$ cat config.mk
export PLATFORM = sky130hd
export DESIGN_NAME = uart_rx_ring_buffer_delimited
export DESIGN_NICKNAME = d
export VERILOG_FILES = /design/src/design/urbd_pkg.sv /design/src/design/urbd_ram.sv /design/src/design/urbd_ctrl.sv /design/src/design/uart_rx_ring_buffer_delimited.sv
export SDC_FILE = /design/constraint.sdc
export NUM_CORES = 1
export LEC_CHECK = 0
export ABC_AREA = 1
export BUFFER_PORTS_ARGS = -buffer_cell sky130_fd_sc_hd__buf_2
export CAP_MARGIN = 5
export CORE_AREA = 2 2 246 248
export CTS_BUF_LIST = sky130_fd_sc_hd__clkbuf_4 sky130_fd_sc_hd__clkbuf_8
export DETAILED_ROUTE_END_ITERATION = 16
export DIE_AREA = 0 0 248 250
export HOLD_SLACK_MARGIN = 0.03
export PLACE_DENSITY = 0.7
export SETUP_SLACK_MARGIN = 0.3
export SLEW_MARGIN = 30
export SYNTH_ARGS = -nofsm -noshare
export SYNTH_HDL_FRONTEND = slang
export SYNTH_SLANG_ARGS = --single-unit
$ cat constraint.sdc
create_clock -name clk -period 3.7 [get_ports clk]
set_input_delay 0.37 -clock clk [delete_from_list [all_inputs] [get_ports clk]]
set_output_delay 0.37 -clock clk [all_outputs]
set_load 0.005 [all_outputs]
$ cat src/design/urbd_pkg.sv
`default_nettype none

package urbd_pkg;

    localparam int DATA_W = 8;
    localparam int CMD_W  = 3;
    localparam int FILL_W = 6;

    localparam logic [CMD_W-1:0] CMD_PUSH  = 3'd0;
    localparam logic [CMD_W-1:0] CMD_POP   = 3'd1;
    localparam logic [CMD_W-1:0] CMD_PEEK  = 3'd2;
    localparam logic [CMD_W-1:0] CMD_CLEAR = 3'd3;
    localparam logic [CMD_W-1:0] CMD_UNTIL = 3'd4;
    localparam logic [CMD_W-1:0] CMD_LINE  = 3'd5;

    localparam logic [DATA_W-1:0] CH_NUL = 8'h00;
    localparam logic [DATA_W-1:0] CH_LF  = 8'h0A;
    localparam logic [DATA_W-1:0] CH_CR  = 8'h0D;

    typedef struct packed {
        logic [CMD_W-1:0]  cmd;
        logic [DATA_W-1:0] rx_byte;
    } item_t;

    typedef struct packed {
        logic [DATA_W-1:0] data;
        logic              has_data;
        logic              found;
        logic              last;
        logic [FILL_W-1:0] fill_count;
        logic              overflow;
    } result_t;

    typedef struct packed {
        logic    valid;
        result_t res;
    } emit_t;

    typedef enum logic [2:0] {
        ST_IDLE,
        ST_POP,
        ST_SCAN,
        ST_DLV_RD,
        ST_DLV_OUT
    } state_t;

endpackage

`default_nettype wire

$ cat src/design/urbd_ram.sv
`default_nettype none

module urbd_ram #(
    parameter int WIDTH = 8,
    parameter int DEPTH = 64
) (
    input  wire logic                     clk,
    input  wire logic                     we,
    input  wire logic [$clog2(DEPTH)-1:0] waddr,
    input  wire logic [WIDTH-1:0]         wdata,
    input  wire logic [$clog2(DEPTH)-1:0] raddr,
    output logic      [WIDTH-1:0]         rdata
);

    logic [WIDTH-1:0] mem_reg [DEPTH];
    logic [WIDTH-1:0] rdata_reg;

    always_ff @(posedge clk)
    begin
        if (we)
        begin
            mem_reg[waddr] <= wdata;
        end
        rdata_reg <= mem_reg[raddr];
    end

    assign rdata = rdata_reg;

endmodule

`default_nettype wire

$ cat src/design/urbd_ctrl.sv
`default_nettype none

module urbd_ctrl #(
    parameter int DEPTH = 64
) (
    input  wire logic                            clk,
    input  wire logic                            rst_n,
    input  wire logic                            start,
    input  wire urbd_pkg::item_t                 item,
    input  wire logic [urbd_pkg::DATA_W-1:0]     delimiter,
    output logic                                 busy,
    output urbd_pkg::emit_t                      emit
);

    localparam int IW = $clog2(DEPTH);
    localparam int FW = urbd_pkg::FILL_W;
    localparam logic [IW-1:0] LAST_IDX = IW'(DEPTH - 1);
    localparam logic [IW:0]   DEPTH_X  = (IW + 1)'(DEPTH);

    function automatic logic [IW-1:0] wrap_next(input logic [IW-1:0] i);
        return (i == LAST_IDX) ? '0 : i + 1'b1;
    endfunction

    function automatic logic [IW-1:0] fill_of(input logic [IW-1:0] h, input logic [IW-1:0] t);
        logic [IW:0] d;
        d = {1'b0, t} - {1'b0, h};
        if (t < h)
        begin
            d = d + DEPTH_X;
        end
        return IW'(d);
    endfunction

    urbd_pkg::state_t state_reg, state_next;
    logic [IW-1:0] head_reg, head_next;
    logic [IW-1:0] tail_reg, tail_next;
    logic          ovf_reg, ovf_next;
    logic [urbd_pkg::CMD_W-1:0] cmd_reg, cmd_next;
    logic [IW-1:0] off_reg, off_next;
    logic [IW-1:0] cnt_reg, cnt_next;
    logic [IW-1:0] rem_reg, rem_next;
    logic [IW-1:0] scan_addr_reg, scan_addr_next;
    logic          cr_reg, cr_next;

    logic                        ram_we;
    logic [IW-1:0]               ram_waddr;
    logic [urbd_pkg::DATA_W-1:0] ram_wdata;
    logic [IW-1:0]               ram_raddr;
    logic [urbd_pkg::DATA_W-1:0] ram_rdata;

    logic          accept;
    logic          full;
    logic          empty;
    logic          until_hit;
    logic          line_hit;
    logic          hit;
    logic          scan_last;
    logic [IW-1:0] hit_pos;
    logic          two_skip;
    logic          dlv_final;
    logic [IW-1:0] head_inc;

    urbd_ram #(
        .WIDTH (urbd_pkg::DATA_W),
        .DEPTH (DEPTH)
    ) u_ram (
        .clk   (clk),
        .we    (ram_we),
        .waddr (ram_waddr),
        .wdata (ram_wdata),
        .raddr (ram_raddr),
        .rdata (ram_rdata)
    );

    assign busy      = (state_reg != urbd_pkg::ST_IDLE);
    assign accept    = start && (state_reg == urbd_pkg::ST_IDLE);
    assign full      = (wrap_next(tail_reg) == head_reg);
    assign empty     = (head_reg == tail_reg);
    assign until_hit = (cmd_reg == urbd_pkg::CMD_UNTIL) && (ram_rdata == delimiter);
    assign line_hit  = (cmd_reg == urbd_pkg::CMD_LINE) && cr_reg
                       && (ram_rdata == urbd_pkg::CH_LF);
    assign hit       = (state_reg == urbd_pkg::ST_SCAN) && (until_hit || line_hit);
    assign scan_last = (({1'b0, off_reg} + 1'b1) == {1'b0, cnt_reg});
    assign hit_pos   = until_hit ? off_reg : off_reg - 1'b1;
    assign two_skip  = (cmd_reg == urbd_pkg::CMD_LINE);
    assign dlv_final = (rem_reg == IW'(1));
    assign head_inc  = wrap_next(head_reg);

    always_comb
    begin
        state_next = state_reg;
        unique case (state_reg)
            urbd_pkg::ST_IDLE:
            begin
                if (accept)
                begin
                    unique case (item.cmd)
                        urbd_pkg::CMD_POP, urbd_pkg::CMD_PEEK:
                        begin
                            if (!empty)
                            begin
                                state_next = urbd_pkg::ST_POP;
                            end
                        end
                        urbd_pkg::CMD_UNTIL, urbd_pkg::CMD_LINE:
                        begin
                            if (!empty)
                            begin
                                state_next = urbd_pkg::ST_SCAN;
                            end
                        end
                        default:
                        begin
                            state_next = urbd_pkg::ST_IDLE;
                        end
                    endcase
                end
            end
            urbd_pkg::ST_POP:
            begin
                state_next = urbd_pkg::ST_IDLE;
            end
            urbd_pkg::ST_SCAN:
            begin
                if (hit)
                begin
                    state_next = (hit_pos == '0) ? urbd_pkg::ST_IDLE : urbd_pkg::ST_DLV_RD;
                end
                else if (scan_last)
                begin
                    state_next = urbd_pkg::ST_IDLE;
                end
            end
            urbd_pkg::ST_DLV_RD:
            begin
                state_next = urbd_pkg::ST_DLV_OUT;
            end
            urbd_pkg::ST_DLV_OUT:
            begin
                if (dlv_final)
                begin
                    state_next = urbd_pkg::ST_IDLE;
                end
            end
            default:
            begin
                state_next = urbd_pkg::ST_IDLE;
            end
        endcase
    end

    always_comb
    begin
        head_next      = head_reg;
        tail_next      = tail_reg;
        ovf_next       = ovf_reg;
        cmd_next       = cmd_reg;
        off_next       = off_reg;
        cnt_next       = cnt_reg;
        rem_next       = rem_reg;
        scan_addr_next = scan_addr_reg;
        cr_next        = cr_reg;
        ram_we         = 1'b0;
        ram_waddr      = tail_reg;
        ram_wdata      = item.rx_byte;
        ram_raddr      = head_reg;
        emit           = '0;
        emit.res.last  = 1'b1;

        unique case (state_reg)
            urbd_pkg::ST_IDLE:
            begin
                if (accept)
                begin
                    cmd_next       = item.cmd;
                    off_next       = '0;
                    cnt_next       = fill_of(head_reg, tail_reg);
                    scan_addr_next = head_reg;
                    cr_next        = 1'b0;
                    unique case (item.cmd)
                        urbd_pkg::CMD_PUSH:
                        begin
                            if (full)
                            begin
                                ovf_next = 1'b1;
                            end
                            else
                            begin
                                ram_we    = 1'b1;
                                tail_next = wrap_next(tail_reg);
                            end
                            emit.valid = 1'b1;
                        end
                        urbd_pkg::CMD_POP, urbd_pkg::CMD_PEEK,
                        urbd_pkg::CMD_UNTIL, urbd_pkg::CMD_LINE:
                        begin
                            emit.valid = empty;
                        end
                        urbd_pkg::CMD_CLEAR:
                        begin
                            head_next  = '0;
                            tail_next  = '0;
                            emit.valid = 1'b1;
                        end
                        default:
                        begin
                            emit.valid = 1'b1;
                        end
                    endcase
                end
            end
            urbd_pkg::ST_POP:
            begin
                emit.valid        = 1'b1;
                emit.res.data     = ram_rdata;
                emit.res.has_data = 1'b1;
                emit.res.found    = 1'b1;
                if (cmd_reg == urbd_pkg::CMD_POP)
                begin
                    head_next = head_inc;
                end
            end
            urbd_pkg::ST_SCAN:
            begin
                ram_raddr      = wrap_next(scan_addr_reg);
                cr_next        = (ram_rdata == urbd_pkg::CH_CR);
                off_next       = off_reg + 1'b1;
                scan_addr_next = wrap_next(scan_addr_reg);
                if (hit)
                begin
                    rem_next = hit_pos;
                    if (hit_pos == '0)
                    begin
                        head_next      = two_skip ? wrap_next(head_inc) : head_inc;
                        emit.valid     = 1'b1;
                        emit.res.found = 1'b1;
                    end
                end
                else if (scan_last)
                begin
                    emit.valid = 1'b1;
                end
            end
            urbd_pkg::ST_DLV_RD:
            begin
                ram_raddr = head_reg;
            end
            urbd_pkg::ST_DLV_OUT:
            begin
                ram_raddr         = head_inc;
                emit.valid        = 1'b1;
                emit.res.data     = ram_rdata;
                emit.res.has_data = 1'b1;
                emit.res.found    = 1'b1;
                emit.res.last     = dlv_final;
                rem_next          = rem_reg - 1'b1;
                if (dlv_final)
                begin
                    // consume the delimiter or the CR LF pair with the final byte
                    head_next = two_skip ? wrap_next(wrap_next(head_inc))
                                         : wrap_next(head_inc);
                end
                else
                begin
                    head_next = head_inc;
                end
            end
            default:
            begin
                emit.valid = 1'b0;
            end
        endcase

        emit.res.fill_count = FW'(fill_of(head_next, tail_next));
        emit.res.overflow   = ovf_next;
    end

    always_ff @(posedge clk or negedge rst_n)
    begin
        if (!rst_n)
        begin
            state_reg <= urbd_pkg::ST_IDLE;
            head_reg  <= '0;
            tail_reg  <= '0;
            ovf_reg   <= 1'b0;
        end
        else
        begin
            state_reg <= state_next;
            head_reg  <= head_next;
            tail_reg  <= tail_next;
            ovf_reg   <= ovf_next;
        end
    end

    always_ff @(posedge clk)
    begin
        cmd_reg       <= cmd_next;
        off_reg       <= off_next;
        cnt_reg       <= cnt_next;
        rem_reg       <= rem_next;
        scan_addr_reg <= scan_addr_next;
        cr_reg        <= cr_next;
    end

endmodule

`default_nettype wire

$ cat src/design/uart_rx_ring_buffer_delimited.sv
`default_nettype none

// Channel   Direction  Handshake                 Word
// command   in         start, busy               item (cmd, rx_byte)
// result    out        result_valid (no stall)   result (data .. overflow)
// config    in         cfg_valid, cfg_ready      cfg_data (delimiter)
//
// Push, clear and unused codes: result in the cycle after start, busy stays low.
// Pop and peek: one ring read in the pop state, its data registered as the result.
// Read-until and read-line: one stored byte scanned per cycle through the ring's
// single read port, then a head read state and an output state that delivers the bytes.
// Reset clears head, tail, overflow and the delimiter; ring contents need no clearing.
// Results are never held off: each result word shows for one cycle only.

module uart_rx_ring_buffer_delimited #(
    parameter int DEPTH = 64
) (
    input  wire logic                        clk,
    input  wire logic                        rst_n,
    input  wire logic                        start,
    output logic                             busy,
    input  wire urbd_pkg::item_t             item,
    output logic                             result_valid,
    output urbd_pkg::result_t                result,
    input  wire logic                        cfg_valid,
    output logic                             cfg_ready,
    input  wire logic [urbd_pkg::DATA_W-1:0] cfg_data
);

    logic [urbd_pkg::DATA_W-1:0] delimiter_reg;
    logic                        result_valid_reg;
    urbd_pkg::result_t           result_reg;
    urbd_pkg::emit_t             emit;

    urbd_ctrl #(
        .DEPTH (DEPTH)
    ) u_ctrl (
        .clk       (clk),
        .rst_n     (rst_n),
        .start     (start),
        .item      (item),
        .delimiter (delimiter_reg),
        .busy      (busy),
        .emit      (emit)
    );

    assign cfg_ready = !busy;

    always_ff @(posedge clk or negedge rst_n)
    begin
        if (!rst_n)
        begin
            delimiter_reg    <= urbd_pkg::CH_NUL;
            result_valid_reg <= 1'b0;
        end
        else
        begin
            if (cfg_valid && cfg_ready)
            begin
                delimiter_reg <= cfg_data;
            end
            result_valid_reg <= emit.valid;
        end
    end

    always_ff @(posedge clk)
    begin
        if (emit.valid)
        begin
            result_reg <= emit.res;
        end
    end

    assign result_valid = result_valid_reg;
    assign result       = result_reg;

    a_single_cycle_cmd: assert property (@(posedge clk) disable iff (!rst_n)
        (start && !busy && (item.cmd == urbd_pkg::CMD_PUSH || item.cmd == urbd_pkg::CMD_CLEAR))
        |=> (result_valid && result.last && !result.has_data))
        else $error("push or clear did not return a single result");

    a_overflow_sticky: assert property (@(posedge clk) disable iff (!rst_n)
        (result_valid && $past(result_valid) && $past(result.overflow)) |-> result.overflow)
        else $error("overflow flag cleared without reset");

    a_no_data_zero: assert property (@(posedge clk) disable iff (!rst_n)
        (result_valid && !result.has_data) |-> (result.data == '0))
        else $error("data nonzero without a delivered byte");

    a_data_found: assert property (@(posedge clk) disable iff (!rst_n)
        (result_valid && result.has_data) |-> result.found)
        else $error("delivered byte without found");

    a_idle_after_last: assert property (@(posedge clk) disable iff (!rst_n)
        (result_valid && !result.last) |-> busy)
        else $error("run ended before its last result");

endmodule

`default_nettype wire

==> results by stage, run 1 <==
Logic synthesis:
- The number of enable flip-flop cells after synthesis is 558.
- The synthesized instance count is 2393.
- The cell area after synthesis is 26500 um2.
- The number of library cell types mapped by synthesis is 49.
- The number of flip-flops and latches in the synthesized netlist is 591.
- The share of flip-flops with an asynchronous set or reset after synthesis is 0.0423.
- The post-synth net total is 2437.
- The average instance in the mapped netlist occupies 11.1 um2.
- Yosys printed 0 warnings.
- The flip-flop cell with the highest count after synthesis is sky130_fd_sc_hd__edfxtp_1.
- The proportion of synthesized chip area in sequential cells is 0.662.

Critical path:
- The cell depth of the worst flop-to-flop path is 26.
- The start point of the critical path is u_ctrl.head_reg[0]$_DFF_PN0_.
- At the worst endpoint, the arrival time is 3930 ps.
- The required time at the endpoint of the critical path is 4130 ps.
- For this design, the slowest cell found on the critical path is sky130_fd_sc_hd__dfrtp_2.
- The endpoint identified for the worst register-to-register timing path is result[6]$_DFFE_PP_.
- STA classifies the critical path startpoint as a register.
- The largest single stage delay on the critical path is 440 ps.
- The worst register-to-register path has a setup slack of 200 ps.
- The launching point of the worst reg2reg path is u_ctrl.head_reg[0]$_DFF_PN0_.
- In this run the worst path has a maximum fanout of 4.
- The most critical setup path has its endpoint at result[6]$_DFFE_PP_.
- The most numerous cell type found on the critical path is sky130_fd_sc_hd__nand2_1.
- The critical path start-end classification is register to register.
- The type of destination of the critical path is a register.

Run:
- Max-cap violations in this run came to 0.

Clock tree:
- The root cell of the clock tree is sky130_fd_sc_hd__clkbuf_8.
- The clock tree from TritonCTS is built.
- The H-tree generated during clock tree synthesis spans 3 levels.
- The number of clock buffers added by TritonCTS is 93.
- At the later pin of the worst-skew pair, clock insertion delay measures 690 ps.
- The buffer levels on the longest clock path is 3.
- Counting every sink on the clock net gives 591.
- The clock-pin slew reported for the worst setup and hold paths after clock tree synthesis is 60 ps.

Global routing:
- The global-route usage over all layers is 0.213.
- Summed over all layers, the global routing overflow is 0.
- The initial antenna violation count is 1.
- The via count of the first global-routing pass is 18.2k.
- The maximum number of pins on one net before global-route repair is 129.
- The first global-routing pass estimated 102000 um of wire.

Pwr:
- The leakage dissipation is 0.0118 uW.
- The worst voltage drop across the vdd grid is 0.617 mV.
- The power per cell area is 914 nW/um2.

Routing:
- The routed design has 66100 um of wire.
- In the final routing, the length of wire on met1 measures 28000 um.
- Detailed routing placed a total of 30800 um of wire on met2.
- The detailed router used layers up to and including met4.
- The number of nets with antenna violations after routing is 0.
- The routed layout has 18.7k vias.
- The detailed router finished its first iteration with 1838 violations.
- In the final routed layout, each cell accounts on average for 19.2 um.
- The total iterations of the first detailed-routing run is 5.
- The routed length on met3 is 5340 um.
- The DRC violation count after routing is 0.
- The average via count per standard cell is 5.42.

Floorplan:
- The initial core utilization is 0.445.
- The area enclosed by the die boundary is 62000 um2.
- The floorplan step defined a core boundary enclosing 59600 um2.
- Row generation in the floorplan step produced 90 rows.
- The die width is 248 um.
- 44 I/O pins were placed.
- Measured along the y axis, the die boundary spans 250 um.

Final layout:
- 0 antenna diodes ended up in the layout.
- At the end of the flow the core is filled with cells to 0.515.
- In the layout the commonest cells are sky130_fd_sc_hd__edfxtp_1, sky130_fd_sc_hd__nand2_1, sky130_fd_sc_hd__inv_1.
- In the final layout, the share of cells above drive strength 1 is 0.176.
- Leaving out fill and tap cells, the most frequent cell in the layout is sky130_fd_sc_hd__edfxtp_1.
- The multi-input combinational cells in the finished layout cover a total of 7280 um2.
- The final layout contains 2630 nets.
- After filler insertion, the fill cell instance count of the layout stands at 5105.
- The flip-flop count of the largest register, all copies and words added is 512.
- The area growth from synthesis to layout is 15.8%.
- The footprint of the flip-flops and latches is 17600 um2.

Run status:
- The run finished with clean final reports.

STA:
- The final hold violation count is 0.
- Based on the critical path, the design can be clocked at up to 0.286 GHz.
- The final worst-path cycle share is 0.945.
- In the final timing run, aggregate negative setup slack is 0 ps.
- The count of final setup violators is 0.
- The worst path needs 3500 ps of the cycle, external delays included.
- The relative slew slack is 0.336.
- On the final layout, the worst clock skew is 27.8 ps.
- For the pin with the worst max-slew slack, the measured transition is 996 ps.
- The count of pins over their slew limit is 0.
- Setup repair after global routing could not meet its margin everywhere.

Placement:
- The wire-length estimate of the detail-placed layout is 41400 um.
- In this run the tool buffered the top-level ports with 43 buffer cells.
- The placer's final routability congestion estimate is 0.928.

Min path:
- The type of the worst min-delay path is input port to register.
worst max-delay path, delay by kind of cell (launching register included):
| family | cells | cell delay (ps) |
|---|---|---|
| buffers and inverters | 5 | 280 |
| and+or+nand+nor | 14 | 1440 |
| AOI/OAI and AO/OA | 5 | 660 |
| DFF | 1 | 440 |
| adders and majority gates | 2 | 440 |
Yosys cell counts, drive strengths merged (11+ instances only):
| cell type | count | area (um2) |
|---|---|---|
| a21oi | 34 | 174 |
| buf | 96 | 485 |
| clkbuf | 21 | 80.1 |
| dfrtp | 25 | 626 |
| edfxtp | 558 | 16800 |
| ha | 19 | 238 |
| inv | 375 | 1410 |
| nand2 | 419 | 1580 |
| nand3 | 291 | 1500 |
| nand4 | 11 | 68.8 |
| nor2 | 157 | 642 |
| nor3 | 13 | 76.3 |
| o211ai | 260 | 1960 |
| o21ai | 45 | 229 |
| xor2 | 21 | 191 |
power by group:
group	internal [uW]	total [uW]	leakage (uW)	switching, uW
Clock	2830	5310	0.000946	2480
Combinational	4700	14500	0.00541	9790
Sequential	7980	8250	0.00540	269
worst min path at each step:
stage / cells after the start / to / slack, ps / from
2_1_floorplan: 0 / delimiter_reg[0]$_DFFE_PN0P_ / 70 / rst_n
5_1_grt: 5 / u_ctrl.state_reg[0]$_DFFE_PN0P_ / 160 / start
3_3_place_gp: 1 / u_ctrl.state_reg[2]$_DFFE_PN0P_ / 440 / rst_n
6_report: 5 / u_ctrl.state_reg[0]$_DFFE_PN0P_ / 180 / start
3_5_place_dp: 1 / u_ctrl.state_reg[2]$_DFFE_PN0P_ / 440 / rst_n
4_1_cts: 5 / u_ctrl.state_reg[0]$_DFFE_PN0P_ / 140 / start
cell type report:
class                      instances  share of cell area
sequential                       591               0.572
inverter                         377              0.0462
clock buffer                     138              0.0535
tap                              782              0.0319
timing repair buffer             215              0.0546
clock inverter                    28             0.00432
multi-input combinational       1308               0.237
cells by family after synthesis:
logic type	after synthesis	share of synthesized area
compound gates	363	0.0958
xor+xnor	26	0.00888
fa+ha+maj	21	0.0105
buf+inv	494	0.0748
flops	591	0.662
simple gates	898	0.148
routing by layer:
layer | vias to the layer above | global-route usage
li1 | 8768 | -
met1 | 8922 | 0.294
met2 | 816 | 0.337
met3 | 150 | 0.0398
met4 | 0 | 0.0749
met5 | - | 0
repair_timing:
item                                    in CTS  in global routing
resized for setup                           22                 78
hold buffers                                12                  0
pin swaps                                   12                 32
setup buffers                               13                 17
endpoints found under the setup margin       2                 47
hold endpoints to repair                    36                  0
per-stage QoR:
| step | worst slack [ps] | instance area [um2] | hold slack (ps) | cells | power, uW |
|---|---|---|---|---|---|
| after floorplan | 316 | 26500 | 74.4 | 2393 | 17600 |
| after global placement | 118 | 28300 | 437 | 3231 | 21700 |
| after detailed placement | 137 | 28300 | 437 | 3231 | 21900 |
| after CTS | 292 | 30300 | 136 | 3422 | 27400 |
| after global routing | -3.78 | 30700 | 157 | 3439 | 29700 |
| final | 202 | 30700 | 181 | 3439 | 28100 |
(Power assumes the default switching activity.)
==> run 2: changes to the inputs <==
--- a/config.mk
+++ b/config.mk
@@ -10,10 +10,12 @@
 export CAP_MARGIN = 5
 export CORE_AREA = 2 2 246 248
 export CTS_BUF_LIST = sky130_fd_sc_hd__clkbuf_4 sky130_fd_sc_hd__clkbuf_8
+export CTS_CLUSTER_DIAMETER = 200
+export CTS_CLUSTER_SIZE = 20
 export DETAILED_ROUTE_END_ITERATION = 16
 export DIE_AREA = 0 0 248 250
 export HOLD_SLACK_MARGIN = 0.03
-export PLACE_DENSITY = 0.7
+export PLACE_DENSITY = 0.68
 export SETUP_SLACK_MARGIN = 0.3
 export SLEW_MARGIN = 30
 export SYNTH_ARGS = -nofsm -noshare
==> constraint.sdc (replaced) <==
create_clock -name clk -period 4.2 [get_ports clk]
set_input_delay 0.42 -clock clk [delete_from_list [all_inputs] [get_ports clk]]
set_output_delay 0.42 -clock clk [all_outputs]
set_load 0.005 [all_outputs]
==> run 2 against run 1 <==
Effect of this change: critical path depth decreased by 3; sequential cell count did not move; clock power fell by 51%; final cell count down 6.5%; global-route usage down 1.3 points; first-iteration DRC count up 2.2%; routed wire length down 5.9%; critical endpoint unchanged; highest routed layer unchanged.
==> results by stage, run 2 (synthesis gave the netlist of run 1 again) <==
Global routing:
- The global-route track usage on met3 is 0.0269.
- The global-route usage over all layers is 0.201.
- Entering global routing, the biggest net connects 156 pins.
- The routing usage on met1 is 0.271.
- For this run, global-route usage on met2 was measured as 0.334.
- The first global-routing pass estimated 96000 um of wire.
- The via count of the first global-routing pass is 17.0k.
- The total overflow left after global routing is 0.
- The initial antenna violation count came to 1.
- The layer carrying the most global-route usage is met2.

Routing:
- The detail route stage leaves a number of antenna-violating nets equal to 0.
- For this block, the via count after detailed routing is 17.6k.
- The total iterations of the first detailed-routing run is 5.
- The per-cell routed wire length is 19.3 um.
- Using the TritonRoute via totals, the vias-per-cell ratio works out to 5.48.
- The count of routing violations after the opening detailed-route iteration is 1879.
- The overall routed net length is 62200 um.
- For this run, design rule violations remaining after detail routing come to 0.

Clock tree:
- The clock net sink count is 591.
- Clock tree synthesis selected as its root buffer the cell sky130_fd_sc_hd__clkbuf_8.
- The clock tree from TritonCTS is built.
- The insertion delay of the later-clocked pin in the worst-skew pair is 660 ps.
- The clock-pin slew reported for the worst setup and hold paths after clock tree synthesis is 130 ps.
- The H-tree was split into 2 levels.
- The buffer levels on the longest clock path is 3.
- Buffers inserted during clock tree synthesis total 35.

Pwr:
- The switching portion of total power is 0.465.
- The worst-case IR drop observed on VDD is 0.682 mV.
- For this design the ratio of total power to cell area is 761 nW/um2.
- The share of total power dissipated in sequential elements is 0.337.
- The leakage dissipation is 0.0105 uW.
- The internal power consumption is 11600 uW.
- For this design the total switching power over the nets is 10100 uW.
- Of the total power, the clock network draws 0.121.
- The combinational group share of total power is 0.542.

Final layout:
- The net total in the final layout is 2466.
- In the final layout, the share of cells above drive strength 1 is 0.0875.
- The flip-flop count of the largest register, all copies and words added is 512.
- Compared with the post-synthesis result, the final layout area differs by 7.40%.
- The library cells used most frequently in the layout, excluding fill and tap cells, are sky130_fd_sc_hd__edfxtp_1, sky130_fd_sc_hd__nand2_1, sky130_fd_sc_hd__inv_1.
- Measured on the finished design, the core utilization comes to 0.478.
- The most frequent standard cell in the layout excluding fill and tap cells is sky130_fd_sc_hd__edfxtp_1.
- 0 antenna diodes ended up in the layout.

Critical path:
- Traced cell by cell, the critical path runs through nor2_1 -> nand2_1 -> nor2_4 -> nand2_1 -> inv_1 -> a31oi_1 -> inv_1 -> nand2_1 -> inv_1 -> o21a_1 -> inv_1 -> ha_1 -> nand2_1 -> o21ai_2 -> a21oi_2 -> inv_1 -> a21oi_2 -> nand3b_1 -> nand2_1 -> inv_1 -> nand2_1 -> nand2_1 -> inv_1.
- The required time at the endpoint of the critical path is 4630 ps.
- The slowest stage of the critical path is the sky130_fd_sc_hd__dfrtp_1 cell.
- The cell family with the largest share of critical-path delay is simple AND/OR/NAND/NOR gates.
- For this run, the slowest stage of the critical path takes 500 ps.
- The cell depth of the worst flop-to-flop path is 23.
- The worst setup path is launched from a register.
- The cell depth of the worst setup path is 23.
- Of all nets on the critical path, the largest fanout is 6.
- The critical path start-end classification is register to register.
- The sum of buffers and inverters on the critical path is 7.
- STA classifies the critical path endpoint as a register.
- The critical path data arrival time is 4130 ps.
- In this run the register-to-register setup slack is 500 ps.

Floorplan:
- Pin placement for this block handled 44 I/O pins.
- The core region is 59600 um2.
- From left edge to right edge, the die measures 248 um.
- The initialized floorplan defines 90 standard-cell rows.
- The vertical extent of the die is 250 um.
- The area enclosed by the die boundary is 62000 um2.
- The initial core utilization is 0.445.

STA:
- Subtracting the final worst setup slack from the clock period gives 3700 ps.
- The final setup TNS is 0 ps.
- Setup repair after global routing left no endpoint under its margin.
- The clock skew after layout is 29.5 ps.
- The fmax is 0.270 GHz.
- At the pin with the least slew margin, the transition time is 947 ps.
- In this run the tightest slew margin relative to its limit is 0.369.
- The count of pins over their slew limit is 0.
- Setup violations remaining at the end of the flow were counted as 0.
- The final hold violation count was 0.
- The final worst-path cycle share is 0.881.

Run:
- The number of maximum-capacitance violations is 0.

Min path:
- The worst hold path was traced through 3 stages.
- The min-delay analysis places its worst path in the category input port to register.

Placement:
- At the end of routability-driven placement, the weighted congestion stood at 0.903.
- The count of input and output buffers is 43.
- The estimated wirelength of the detail-placed design is 39900 um.

Run status:
- The flow ran to the end, and the final reports show no timing, DRC or antenna violations.
==> run 2: cell count changes in the layout (fill, tap and decap cells not counted), sizes merged <==
cell         before  now
buf             203  101
clkbuf          138   45
clkinv           29    3
dlygate4sd3      12    8
inv             374  377
clkinvlp          2    0
==> run 2: final cells by class <==
| type | instances | area [um2] |
|---|---|---|
| timing repair buffer | 109 | 813 |
| fill | 5320 | 31100 |
| inverter | 377 | 1420 |
| clock inverter | 3 | 28.8 |
| sequential | 591 | 17500 |
| clock buffer | 45 | 557 |
| multi-input combinational | 1308 | 7100 |
| tap | 782 | 978 |
==> run 2: stage by stage <==
| stage | worst slack (ps) | area [um2] | hold slack [ps] | power (uW) | cells |
|---|---|---|---|---|---|
| floorplan | 695 | 26500 | 124 | 15500 | 2393 |
| CTS | 313 | 28300 | 31.5 | 21400 | 3209 |
| global placement | 331 | 27600 | 459 | 18600 | 3153 |
| finish | 499 | 28400 | 61.8 | 21600 | 3215 |
| global route | 277 | 28400 | 52.9 | 23100 | 3215 |
| detailed placement | 250 | 27600 | 465 | 18800 | 3153 |
==> run 2: routing by layer <==
metal / share of wire / routed length (um) / vias up
li1: - / - / 8365
met1: 0.42 / 26100 / 8554
met2: 0.48 / 30100 / 593
met3: 0.066 / 4100 / 99
met4: 0.029 / 1790 / 0
met5: 0 / 0 / -
==> run 2: what timing repair did <==
action,4_1_cts,5_1_grt
pin swaps,0,6
endpoints found under the hold margin,32,0
gates resized for setup,1,32
buffers inserted,0,6
hold buffers,8,0
setup endpoints to repair,1,2
==> run 2: path summary, 6_finish.rpt <==
check,startpoint,endpoint
min,cfg_data[5],delimiter_reg[5]$_DFFE_PN0P_
min reg2reg,u_ctrl.ovf_reg$_DFF_PN0_,u_ctrl.ovf_reg$_DFF_PN0_
max in group asynchronous,rst_n,u_ctrl.ram_waddr[1]$_DFF_PN0_
min in group asynchronous,rst_n,u_ctrl.ram_waddr[0]$_DFF_PN0_
max,u_ctrl.state_reg[0]$_DFFE_PN0P_,result[6]$_DFFE_PP_
max reg2reg,u_ctrl.state_reg[0]$_DFFE_PN0P_,result[6]$_DFFE_PP_
==> run 2: power by group through the flow <==
stage	clock network (uW)	logic, uW	registers (uW)
after CTS	2710	11400	7280
after global routing	2900	12900	7340
final	2620	11700	7300
after detailed placement	0	11400	7420
after floorplan	0	8130	7340
after global placement	0	11200	7400
==> run 2: worst reg2reg max path, delay by kind of cell (launching register included) <==
family / cells / cell delay, ps
fa+ha+maj: 1 / 240
simple gates: 10 / 1150
compound gates: 5 / 950
buf+inv: 7 / 650
flops: 1 / 500
==> run 3: changes to the inputs <==
==> constraint.sdc (replaced) <==
create_clock -name clk -period 3.56 [get_ports clk]
set_input_delay 0.356 -clock clk [delete_from_list [all_inputs] [get_ports clk]]
set_output_delay 0.356 -clock clk [all_outputs]
set_load 0.005 [all_outputs]
==> run 3 against run 2 <==
Effect of this change: global-route usage grew 1.5 points; sequential power grew 17%; worst hold slack gained 94 ps; total power grew 28%; first-iteration DRC count grew 2.6%; via count grew 4.4%; final cell count grew 4.5%; clock-buffer cell count is the same.
==> results by stage, run 3 (synthesis gave the netlist of run 1 again) <==
Run status:
- The flow ran to the end, and the final reports show no timing, DRC or antenna violations.

Clock tree:
- Clock-pin slew was measured on the worst setup and hold paths at 140 ps.
- The number of H-tree levels is 2.
- Buffers inserted during clock tree synthesis total 35.
- The insertion delay of the later-clocked pin in the worst-skew pair is 680 ps.
- The clock net sink count is 591.
- No sink is reached through more buffers than the 3 on the longest clock path.
- The root cell of the clock tree is sky130_fd_sc_hd__clkbuf_8.
- The clock tree from TritonCTS is built.

Placement:
- The total placed instance area is 28600 um2.
- The estimated wirelength of the detail-placed design is 43900 um.
- The placer's final routability congestion estimate is 0.910.
- The number of placed instances, taps included is 3275.
- The count of input and output buffers is 43.

Final layout:
- The post-route cell area is 29900 um2.
- The multi-input combinational cells in the finished layout cover a total of 7330 um2.
- The flip-flop count of the largest register, all copies and words added is 512.
- In the final layout, the share of cells above drive strength 1 is 0.157.
- The net total in the final layout is 2609.
- The layout-stage area growth over the synthesis result is 13.0%.
- The most frequent standard cell in the layout excluding fill and tap cells is sky130_fd_sc_hd__edfxtp_1.
- The footprint of the flip-flops and latches is 17600 um2.
- The non-filler instance count after layout is 3359.
- In the layout the commonest cells are sky130_fd_sc_hd__edfxtp_1, sky130_fd_sc_hd__nand2_1, sky130_fd_sc_hd__inv_1.
- The total of fill cells in the finished design is 5175.
- The repair_antennas step left the layout with diodes totalling 0.

Routing:
- The number of nets with antenna violations after routing is 0.
- Dividing the detail-routed wire length by the instance count gives 20.2 um.
- The total iterations of the first detailed-routing run is 8.
- For this run, design rule violations remaining after detail routing come to 0.
- For this block, the routed nets add up to 68000 um of wire.
- The average via count per standard cell is 5.48.
- The detailed router placed 18.4k vias in this run.
- The detailed router finished its first iteration with 1928 violations.

STA:
- The smallest clock period supported by the final layout is computed as 3370 ps.
- In the finished design, the share of the clock period the worst path needs comes to 0.948.
- The clock skew after layout is 48.3 ps.
- Setup repair after global routing could not meet its margin everywhere.
- The count of pins over their slew limit was 0.
- The final hold violation count came to 0.
- The worst pin sits at a relative slew slack of 0.398.
- Derived from the worst setup path, the maximum achievable clock frequency is 0.296 GHz.
- The minimum hold slack is 156 ps.
- The transition time at the pin with the least slew margin is 903 ps.
- The final setup TNS is 0 ps.
- The count of final setup violators is 0.

Pwr:
- The combinational group share of total power is 0.578.
- The worst voltage drop across the vdd grid is 0.943 mV.
- The leakage dissipation is 0.0113 uW.
- The internal power of the cells totals 14800 uW.
- The share of total power dissipated in sequential elements is 0.310.
- The power per cell area is 925 nW/um2.
- Of the total power, the clock network draws 0.113.
- Of the total power, the share spent switching nets is 0.467.
- The switching power total is 12900 uW.
- Power comes to 27700 uW.

Floorplan:
- After floorplanning, the core was sized to cover 59600 um2.
- In this run the count of I/O pins placed on the die edge is 44.
- The floorplan step set the die width to 248 um.
- The initial core utilization is 0.445.
- The area enclosed by the die boundary is 62000 um2.
- The vertical extent of the die is 250 um.
- The floorplan has 90 rows.

Global routing:
- For this run the aggregate overflow at the end of global routing stands at 0.
- Entering global routing, the biggest net connects 116 pins.
- The global-route usage over all layers is 0.215.
- The global-route wire length before repair is 102000 um.
- The initial antenna violation count was 0.
- The via count of the first global-routing pass is 17.5k.

Critical path:
- The worst setup path is captured at a register.
- The maximum fanout count along the critical path is 4.
- STA puts the critical path data required time at 3990 ps.
- The critical path data arrival time is 3800 ps.
- The nature of the critical path startpoint is a register.
- The worst setup path is of the register to register kind.

Min path:
- The worst hold path belongs to the class input port to register.

Run:
- The number of maximum-capacitance violations is 0.
-- run 3: cell count changes in the layout (fill, tap and decap cells not counted), moves of 4 or more --
cell and delta:
sky130_fd_sc_hd__nor2_2 +15, sky130_fd_sc_hd__inv_1 -6, sky130_fd_sc_hd__o21ai_0 -7, sky130_fd_sc_hd__inv_2 +4, sky130_fd_sc_hd__buf_6 +6, sky130_fd_sc_hd__nor2_1 -23
sky130_fd_sc_hd__buf_4 +121, sky130_fd_sc_hd__nand2_2 +7, sky130_fd_sc_hd__nand2_1 -7, sky130_fd_sc_hd__nor2_4 +8, sky130_fd_sc_hd__o21ai_2 +4, sky130_fd_sc_hd__dlygate4sd3_1 +5
-- run 3: repair_timing --
item                                    4_1_cts  5_1_grt
buffers inserted                              4       15
resized for setup                            26       79
pin swaps                                     9       41
endpoints found under the setup margin       62       57
hold endpoints to repair                     40        0
gates cloned                                  0        3
hold buffers                                 13        0
-- run 3: worst max-delay path: stages (launching register included) --
cell                       delay [ps]
sky130_fd_sc_hd__edfxtp_1         450
sky130_fd_sc_hd__nor2_1           110
sky130_fd_sc_hd__nand2_1           90
sky130_fd_sc_hd__nor2_1           100
sky130_fd_sc_hd__nand3_1          120
sky130_fd_sc_hd__nor2_2           120
sky130_fd_sc_hd__nor2_1            50
sky130_fd_sc_hd__nor2_1           140
sky130_fd_sc_hd__nand2_1          110
sky130_fd_sc_hd__nor2_4           150
sky130_fd_sc_hd__nand3_4          120
sky130_fd_sc_hd__nand2_2          110
sky130_fd_sc_hd__inv_2             50
sky130_fd_sc_hd__a22oi_2          250
sky130_fd_sc_hd__ha_4             250
sky130_fd_sc_hd__a21oi_2          130
sky130_fd_sc_hd__o21ai_2           70
sky130_fd_sc_hd__a21oi_1          140
sky130_fd_sc_hd__inv_1             60
sky130_fd_sc_hd__a21oi_2          140
sky130_fd_sc_hd__nand3b_1         120
sky130_fd_sc_hd__nand2_1           70
sky130_fd_sc_hd__inv_1             50
sky130_fd_sc_hd__nand2_1           50
sky130_fd_sc_hd__nand2_1           60
sky130_fd_sc_hd__inv_1             30
-- run 3: area by class of cell --
type                    count  area share
well taps                 782      0.0327
flip-flops and latches    591       0.586
clock inverters             4     0.00146
inverters                 377      0.0475
repair buffers            252      0.0684
multi-input cells        1308       0.245
clock buffers              45      0.0186
-- run 3: power groups by stage --
stage | combinational (uW) | clock (uW) | sequential, uW
finish | 16000 | 3120 | 8570
global route | 17300 | 3420 | 8630
CTS | 14900 | 3190 | 8560
detailed placement | 14700 | 0 | 8720
global placement | 14500 | 0 | 8690
floorplan | 9630 | 0 | 8660
-- run 3: final timing paths --
| path | startpoint | endpoint | slack (ps) | cells after the start |
|---|---|---|---|---|
| min | item[7] | u_ctrl.u_ram.mem_reg[9][7]$_DFFE_PP_ | 160 | 1 |
| max reg2reg | u_ctrl.cmd_reg[1]$_DFFE_PP_ | result[6]$_DFFE_PP_ | 190 | 25 |
| max | u_ctrl.cmd_reg[1]$_DFFE_PP_ | result[6]$_DFFE_PP_ | 190 | 25 |
| min in group asynchronous | rst_n | u_ctrl.state_reg[1]$_DFFE_PN0P_ | 240 | 2 |
| min reg2reg | u_ctrl.ovf_reg$_DFF_PN0_ | u_ctrl.ovf_reg$_DFF_PN0_ | 480 | 2 |
| max in group asynchronous | rst_n | u_ctrl.head_reg[0]$_DFF_PN0_ | 2840 | 2 |
-- run 3: stage by stage --
step                utilization  setup slack [ps]
floorplan                     -               308
global placement          0.481              67.4
detailed placement        0.481              29.9
CTS                       0.494               175
global route              0.502              -125
finish                    0.502               185
-- run 3: routing by layer --
metal / track usage / share of wire
met3: 0.0234 / 0.071
met1: 0.302 / 0.43
met2: 0.354 / 0.48
met5: 0 / 0
met4: 0.0626 / 0.025
